===== config.mk =====
export PLATFORM = sky130hd
export DESIGN_NAME = ffha_seq
export DESIGN_NICKNAME = d
export VERILOG_FILES = /design/src/rtl/core/ffha_pkg.sv /design/src/rtl/core/ffha_seq.sv
export SDC_FILE = /design/constraint.sdc
export NUM_CORES = 1
export LEC_CHECK = 0
export BUFFER_PORTS_ARGS = -buffer_cell sky130_fd_sc_hd__buf_2
export CAP_MARGIN = 20
export CORE_MARGIN = 1
export CORE_UTILIZATION = 40
export DETAILED_ROUTE_END_ITERATION = 7
export GPL_ROUTABILITY_DRIVEN = 0
export PLACE_DENSITY = 0.57
export REMOVE_ABC_BUFFERS = 1
export SKIP_LAST_GASP = 1
export SLEW_MARGIN = 20
export SYNTH_ARGS = -nofsm -noshare
export SYNTH_HDL_FRONTEND = slang
export SYNTH_SLANG_ARGS = --single-unit

===== constraint.sdc =====
create_clock -name clk -period 8.7 [get_ports clk]
set_input_delay 1.74 -clock clk [delete_from_list [all_inputs] [get_ports clk]]
set_output_delay 1.74 -clock clk [all_outputs]
set_load 0.1 [all_outputs]

===== src/rtl/core/ffha_pkg.sv =====
`default_nettype none

package ffha_pkg;

  localparam int MEM_WORDS_DEF = 16384;
  localparam int HEAP_BASE_DEF = 2048;

  localparam int FIELD_W = 14;
  localparam int WORD_W = 16;

  localparam logic [WORD_W-1:0] NULL_LINK = 16'hFFFF;
  localparam int SPLIT_MIN = 2;

  localparam logic MODE_FREE = 1'b1;

  typedef struct packed {
    logic               mode;
    logic [FIELD_W-1:0] request_length;
    logic [FIELD_W-1:0] free_address;
  } in_t;

  typedef struct packed {
    logic [FIELD_W-1:0] granted_address;
    logic               failed;
  } out_t;

endpackage

`default_nettype wire


===== src/rtl/core/ffha_seq.sv =====
`default_nettype none

module ffha_seq #(
  parameter int MEM_WORDS = ffha_pkg::MEM_WORDS_DEF,
  parameter int HEAP_BASE = ffha_pkg::HEAP_BASE_DEF,
  localparam int AW = $clog2(MEM_WORDS)
) (
  input  wire logic                          clk,
  input  wire logic                          rst,
  input  wire logic                          in_valid,
  output logic                               in_stall,
  input  wire ffha_pkg::in_t                 in_data,
  output logic                               res_valid,
  input  wire logic                          res_take,
  output ffha_pkg::out_t                     res,
  output logic                               ram_we,
  output logic [AW-1:0]                      ram_waddr,
  output logic [ffha_pkg::WORD_W-1:0]        ram_wdata,
  output logic [AW-1:0]                      ram_raddr,
  input  wire logic [ffha_pkg::WORD_W-1:0]   ram_rdata
);

  localparam int WW = ffha_pkg::WORD_W;
  localparam int FW = ffha_pkg::FIELD_W;
  localparam int HB_I = HEAP_BASE % MEM_WORDS;
  localparam logic [AW-1:0] HB = AW'(HB_I);
  localparam logic [AW-1:0] HB1 = AW'((HB_I + 1) % MEM_WORDS);
  localparam logic [AW-1:0] HB2 = AW'((HB_I + 2) % MEM_WORDS);
  localparam logic [WW-1:0] LEN_INIT = WW'(MEM_WORDS - HEAP_BASE - 2);
  localparam logic [AW-1:0] LAST = AW'(MEM_WORDS - 1);
  localparam logic [20:0] MW = 21'(MEM_WORDS);

  localparam logic [3:0] S_CLEAR    = 4'd0;
  localparam logic [3:0] S_IDLE     = 4'd1;
  localparam logic [3:0] S_A_LINK   = 4'd2;
  localparam logic [3:0] S_A_LEN    = 4'd3;
  localparam logic [3:0] S_A_NEXT   = 4'd4;
  localparam logic [3:0] S_W_LEN    = 4'd5;
  localparam logic [3:0] S_W_MID    = 4'd6;
  localparam logic [3:0] S_W_REM    = 4'd7;
  localparam logic [3:0] S_W_PREV   = 4'd8;
  localparam logic [3:0] S_W_UNLINK = 4'd9;
  localparam logic [3:0] S_F_HEAD   = 4'd10;
  localparam logic [3:0] S_F_PUSH   = 4'd11;
  localparam logic [3:0] S_RESP     = 4'd12;

  // Reduces a value below 32 * MEM_WORDS to a memory address.
  function automatic logic [AW-1:0] wrap(input logic [20:0] x);
    logic [20:0] v;
    v = x;
    for (int k = 4; k >= 0; k--) begin
      if (v >= (MW << k)) begin
        v = v - (MW << k);
      end
    end
    return v[AW-1:0];
  endfunction

  function automatic logic [WW-1:0] init_word(input logic [AW-1:0] a);
    logic [WW-1:0] w;
    w = '0;
    if (a == HB) begin
      w = WW'(HB2);
    end else if (a == HB1) begin
      w = LEN_INIT;
    end else if (a == HB2) begin
      w = ffha_pkg::NULL_LINK;
    end
    return w;
  endfunction

  logic [3:0]    state, state_next;
  logic [AW-1:0] clr, clr_next;
  logic [AW-1:0] cur, prev, len_addr, mid_addr, rem_addr, seg, steps;
  logic [FW-1:0] req;
  logic [WW-1:0] old_len, nxt_link;
  logic          split;

  logic [AW-1:0] link_addr, link_m1, mid_c, rem_c, seg_c;
  logic [WW-1:0] req_w;
  logic          len_ok, split_c, is_null, at_last;

  assign req_w = WW'(req);
  assign link_addr = wrap(21'(ram_rdata));
  assign link_m1 = (link_addr == '0) ? LAST : link_addr - 1'b1;
  assign len_ok = ram_rdata >= req_w;
  assign split_c = (ram_rdata - req_w) >= WW'(ffha_pkg::SPLIT_MIN);
  assign mid_c = wrap(21'(cur) + 21'(req));
  assign rem_c = wrap(21'(cur) + 21'(req) + 21'd1);
  assign seg_c = wrap(21'(in_data.free_address));
  assign is_null = ram_rdata == ffha_pkg::NULL_LINK;
  assign at_last = steps == LAST;

  always_comb begin
    state_next = state;
    clr_next = clr;
    in_stall = 1'b1;
    res_valid = 1'b0;
    ram_we = 1'b0;
    ram_waddr = prev;
    ram_wdata = nxt_link;
    ram_raddr = cur;
    unique case (state)
      S_CLEAR: begin
        ram_we = 1'b1;
        ram_waddr = clr;
        ram_wdata = init_word(clr);
        clr_next = clr + 1'b1;
        if (clr == LAST) begin
          state_next = S_IDLE;
        end
      end
      S_IDLE: begin
        in_stall = 1'b0;
        ram_raddr = HB;
        if (in_valid) begin
          state_next = (in_data.mode == ffha_pkg::MODE_FREE) ? S_F_HEAD : S_A_LINK;
        end
      end
      S_A_LINK: begin
        ram_raddr = link_m1;
        state_next = is_null ? S_RESP : S_A_LEN;
      end
      S_A_LEN: begin
        ram_raddr = cur;
        if (len_ok) begin
          state_next = S_A_NEXT;
        end else if (at_last) begin
          state_next = S_RESP;
        end else begin
          state_next = S_A_LINK;
        end
      end
      S_A_NEXT: begin
        state_next = split ? S_W_LEN : S_W_UNLINK;
      end
      S_W_LEN: begin
        ram_we = 1'b1;
        ram_waddr = len_addr;
        ram_wdata = req_w;
        state_next = S_W_MID;
      end
      S_W_MID: begin
        ram_we = 1'b1;
        ram_waddr = mid_addr;
        ram_wdata = old_len - req_w - 1'b1;
        state_next = S_W_REM;
      end
      S_W_REM: begin
        ram_we = 1'b1;
        ram_waddr = rem_addr;
        ram_wdata = nxt_link;
        state_next = S_W_PREV;
      end
      S_W_PREV: begin
        ram_we = 1'b1;
        ram_waddr = prev;
        ram_wdata = WW'(rem_addr);
        state_next = S_RESP;
      end
      S_W_UNLINK: begin
        ram_we = 1'b1;
        ram_waddr = prev;
        ram_wdata = nxt_link;
        state_next = S_RESP;
      end
      S_F_HEAD: begin
        ram_we = 1'b1;
        ram_waddr = seg;
        ram_wdata = ram_rdata;
        state_next = S_F_PUSH;
      end
      S_F_PUSH: begin
        ram_we = 1'b1;
        ram_waddr = HB;
        ram_wdata = WW'(seg);
        state_next = S_RESP;
      end
      S_RESP: begin
        res_valid = 1'b1;
        if (res_take) begin
          state_next = S_IDLE;
        end
      end
      default: begin
        state_next = S_IDLE;
      end
    endcase
  end

  always_ff @(posedge clk) begin
    if (rst) begin
      state <= S_CLEAR;
      clr <= '0;
    end else begin
      state <= state_next;
      clr <= clr_next;
    end
  end

  always_ff @(posedge clk) begin
    case (state)
      S_IDLE: begin
        req <= in_data.request_length;
        cur <= HB;
        prev <= HB;
        steps <= '0;
        seg <= seg_c;
        res <= '0;
      end
      S_A_LINK: begin
        if (is_null) begin
          res.failed <= 1'b1;
        end else begin
          prev <= cur;
          cur <= link_addr;
          len_addr <= link_m1;
        end
      end
      S_A_LEN: begin
        if (len_ok) begin
          old_len <= ram_rdata;
          split <= split_c;
          mid_addr <= mid_c;
          rem_addr <= rem_c;
        end else if (at_last) begin
          res.failed <= 1'b1;
        end else begin
          steps <= steps + 1'b1;
        end
      end
      S_A_NEXT: begin
        nxt_link <= ram_rdata;
      end
      S_W_PREV, S_W_UNLINK: begin
        res.granted_address <= FW'(cur);
        res.failed <= 1'b0;
      end
      default: begin
      end
    endcase
  end

endmodule

`default_nettype wire


==> results.cfg <==
[outcome]
status = finished, final reports clean

[yosys]
ys_seq_area_frac = 0.502
yosys_most_used_dff = edfxtp_1
yosysTopAreaCell = edfxtp_1
syn_avg_cell_area_um2 = 10.7
ys_top_cells_by_area = edfxtp_1 47%, ha_1 6.0%, nor2_1 3.6%, dfxtp_1 3.5%, xor2_1 3.1%
synth_edf_count = 160
ys_types = 77
yosys_warnings = 0
synthArstFlopShare = 0
ys_ff_latch = 178
synth_area_um2 = 10300
yosysTopAreaCellShare = 0.467
synthCells = 958

[routing]
wl_per_cell_um = 22.4
drtAntennaViolNets = 0
num_vias = 8188
via_per_inst = 5.81
met2_length_mm = 15.0
met3_length_mm = 1.93
dr.max_layer_used = met4
wl_met1_mm = 14.0
drc = 0
routed_wl_mm = 31.6
drt_pass1_iterations = 8
drt-initial-drc-count = 755

[cts]
cts_tree = yes
numCtsBuffers = 17
clk_pin_slew_ps = 80
postCtsSetupRepairBufs = 0
clk_path_buf_depth = 2
root_buffer = clkbuf_16
ctsResizeCount = 0
holdBufCountCts = 0
h-tree-depth = 4
numClockSinks = 178
clk_latency_ps = 460

[power]
p_per_area_nw_per_um2 = 152
clockPowerShare = 0.439
p_switching_w = 0.000453
switching_share = 0.252
internal_power_w = 0.00135
p_seq_frac = 0.515
combPwrFrac = 0.046
ir_drop_uv = 125
power_w = 0.00180
p_leak_nw = 4.45

[floorplan]
fp.dieW_um = 162
rows = 58
design.die.area_um2 = 26300
ios = 111
coreArea_um2 = 25200
fp.dieH_um = 162
initial_core_util = 0.408

[timing]
setup_viol = 0
finalClockSkew_ps = 19.4
slew_headroom = 0.239
tightestPinTransition_ps = 1140
rsz0062_at_grt = false
fin_crit_sh = 0.696
slew_viol_final = 0
period_needed_ps = 6060
fmax_mhz = 165
setup_tns_ps = 0
finalHoldViolations = 0

[placed_design]
post_dp_cell_area_um2 = 11300
post-dp-hpwl_mm = 22.6
port_buffers = 110
placed_cells = 1378

[final_layout]
fin_area_um2 = 11900
finalNonFillerCells = 1410
layout-drive-gt1-share = 0.189
fin_nets = 1168
antenna_cells = 0
syn_to_final_growth_pct = 15.5
fin_util = 0.472

[global_route]
grt_max_degree = 46
grt-ovfl-total = 0
grt_use_total = 0.244
grt_pass1_wl_mm = 47.1
grt_pass1_vias = 7825
antenna_found_initial = 0

[hold_path]
min_path_type = flip-flop to flip-flop

[worst_setup_path]
cp.required_ps = 6960
worstPathArrival_ps = 4320
crit_path_end_kind = primary output
cp_max_fo = 9
startpoint_type = input port
worstSetupPathType = input port to primary output

[flow_run]
max_cap_viol_count = 0
## metrics by stage
step	hold slack (ps)	setup slack, ps
2_1_floorplan	473	2530
3_3_place_gp	508	2760
3_5_place_dp	532	2710
4_1_cts	545	2710
5_1_grt	608	2580
6_report	548	2640
## cell usage in the layout, fill, tap and decap left out, types with 6 or more instances in the layout
cell,instances
and3_1,31
nor4_1,9
edfxtp_1,160
buf_2,110
o21ai_1,13
a222oi_1,16
dfxtp_1,18
a21o_1,6
xor2_1,36
a31oi_1,17
ha_1,49
a22oi_1,34
clkbuf_16,17
nand2b_1,13
inv_1,36
and2_1,19
nand4_1,20
a22o_1,18
nand2_1,47
o21ai_0,29
a21oi_1,36
nor2b_1,13
or3_1,7
nor3_1,14
nor2_1,97
buf_4,21
o21a_1,9
a211oi_1,8
xnor2_1,34
nand3_1,31
## metal layers
metal,track usage,up-vias
li1,-,3859
met1,0.325,3974
met2,0.398,311
met3,0.0426,44
met4,0.0828,0
met5,0,-
## cells in the mapped netlist, types with 7 or more instances
| cell | number |
|---|---|
| a211oi_1 | 8 |
| a21oi_1 | 37 |
| a222oi_1 | 16 |
| a22o_1 | 18 |
| a22oi_1 | 34 |
| a31oi_1 | 17 |
| and2_1 | 19 |
| and3_1 | 31 |
| clkbuf_1 | 31 |
| dfxtp_1 | 18 |
| edfxtp_1 | 160 |
| ha_1 | 49 |
| inv_1 | 36 |
| nand2_1 | 47 |
| nand2b_1 | 13 |
| nand3_1 | 31 |
| nand4_1 | 20 |
| nor2_1 | 99 |
| nor2b_1 | 13 |
| nor3_1 | 17 |
| nor4_1 | 9 |
| o21a_1 | 9 |
| o21ai_0 | 30 |
| o21ai_1 | 13 |
| or3_1 | 7 |
| xnor2_1 | 34 |
| xor2_1 | 36 |
## sequential cells by signal, summed over array words and instances, names as in the netlist
signal    count
seg          14
mid_addr     14
req          14
nxt_link     16
old_len      16
state         4
cur          14
clr          14
prev         14
rem_addr     14
res          15
len_addr     14
steps        14
split         1
## critical path, cell delays in order
cell,delay [ps]
buf_2,180
or3_1,450
nor4_2,210
nand2_1,230
or3_1,620
nand2_2,170
nor2_1,70
a21oi_2,180
buf_2,460
## area by class of cell
class	count	area, um^2
fill	2369	13300
sequential	178	5160
multi-input combinational	702	4850
timing repair buffer	131	708
clock buffer	18	439
tap	330	413
clock inverter	14	164
inverter	37	139
## worst paths after layout
kind | startpoint | to | slack, ps | cells after the start
max | ram_rdata[3] | ram_raddr[11] | 2640 | 9
min | clr[8] | clr[8] | 550 | 2
max reg2reg | req[0] | rem_addr[3] | 5200 | 11
min reg2reg | clr[8] | clr[8] | 550 | 2
## power groups by stage
stage / combinational (W) / sequential [W] / clock (W)
floorplan: 0.0000464 / 0.000944 / 0
global placement: 0.0000818 / 0.000946 / 0
detailed placement: 0.0000825 / 0.000946 / 0
CTS: 0.0000829 / 0.000926 / 0.000802
global route: 0.0000908 / 0.000927 / 0.000831
finish: 0.0000832 / 0.000926 / 0.000791
## cell families (layout without fill, tap and decap cells)
group | Yosys count | in the layout | synth area share
adders and majority gates | 52 | 52 | 0.0655
xor gates and xnor gates | 71 | 71 | 0.0612
DFF | 178 | 178 | 0.502
buffers and inverters | 78 | 200 | 0.0307
AOI/OAI and AO/OA | 235 | 235 | 0.164
muxes | 6 | 6 | 0.00596
and+or+nand+nor | 338 | 338 | 0.171
Power figures use the tool's default switching activity.
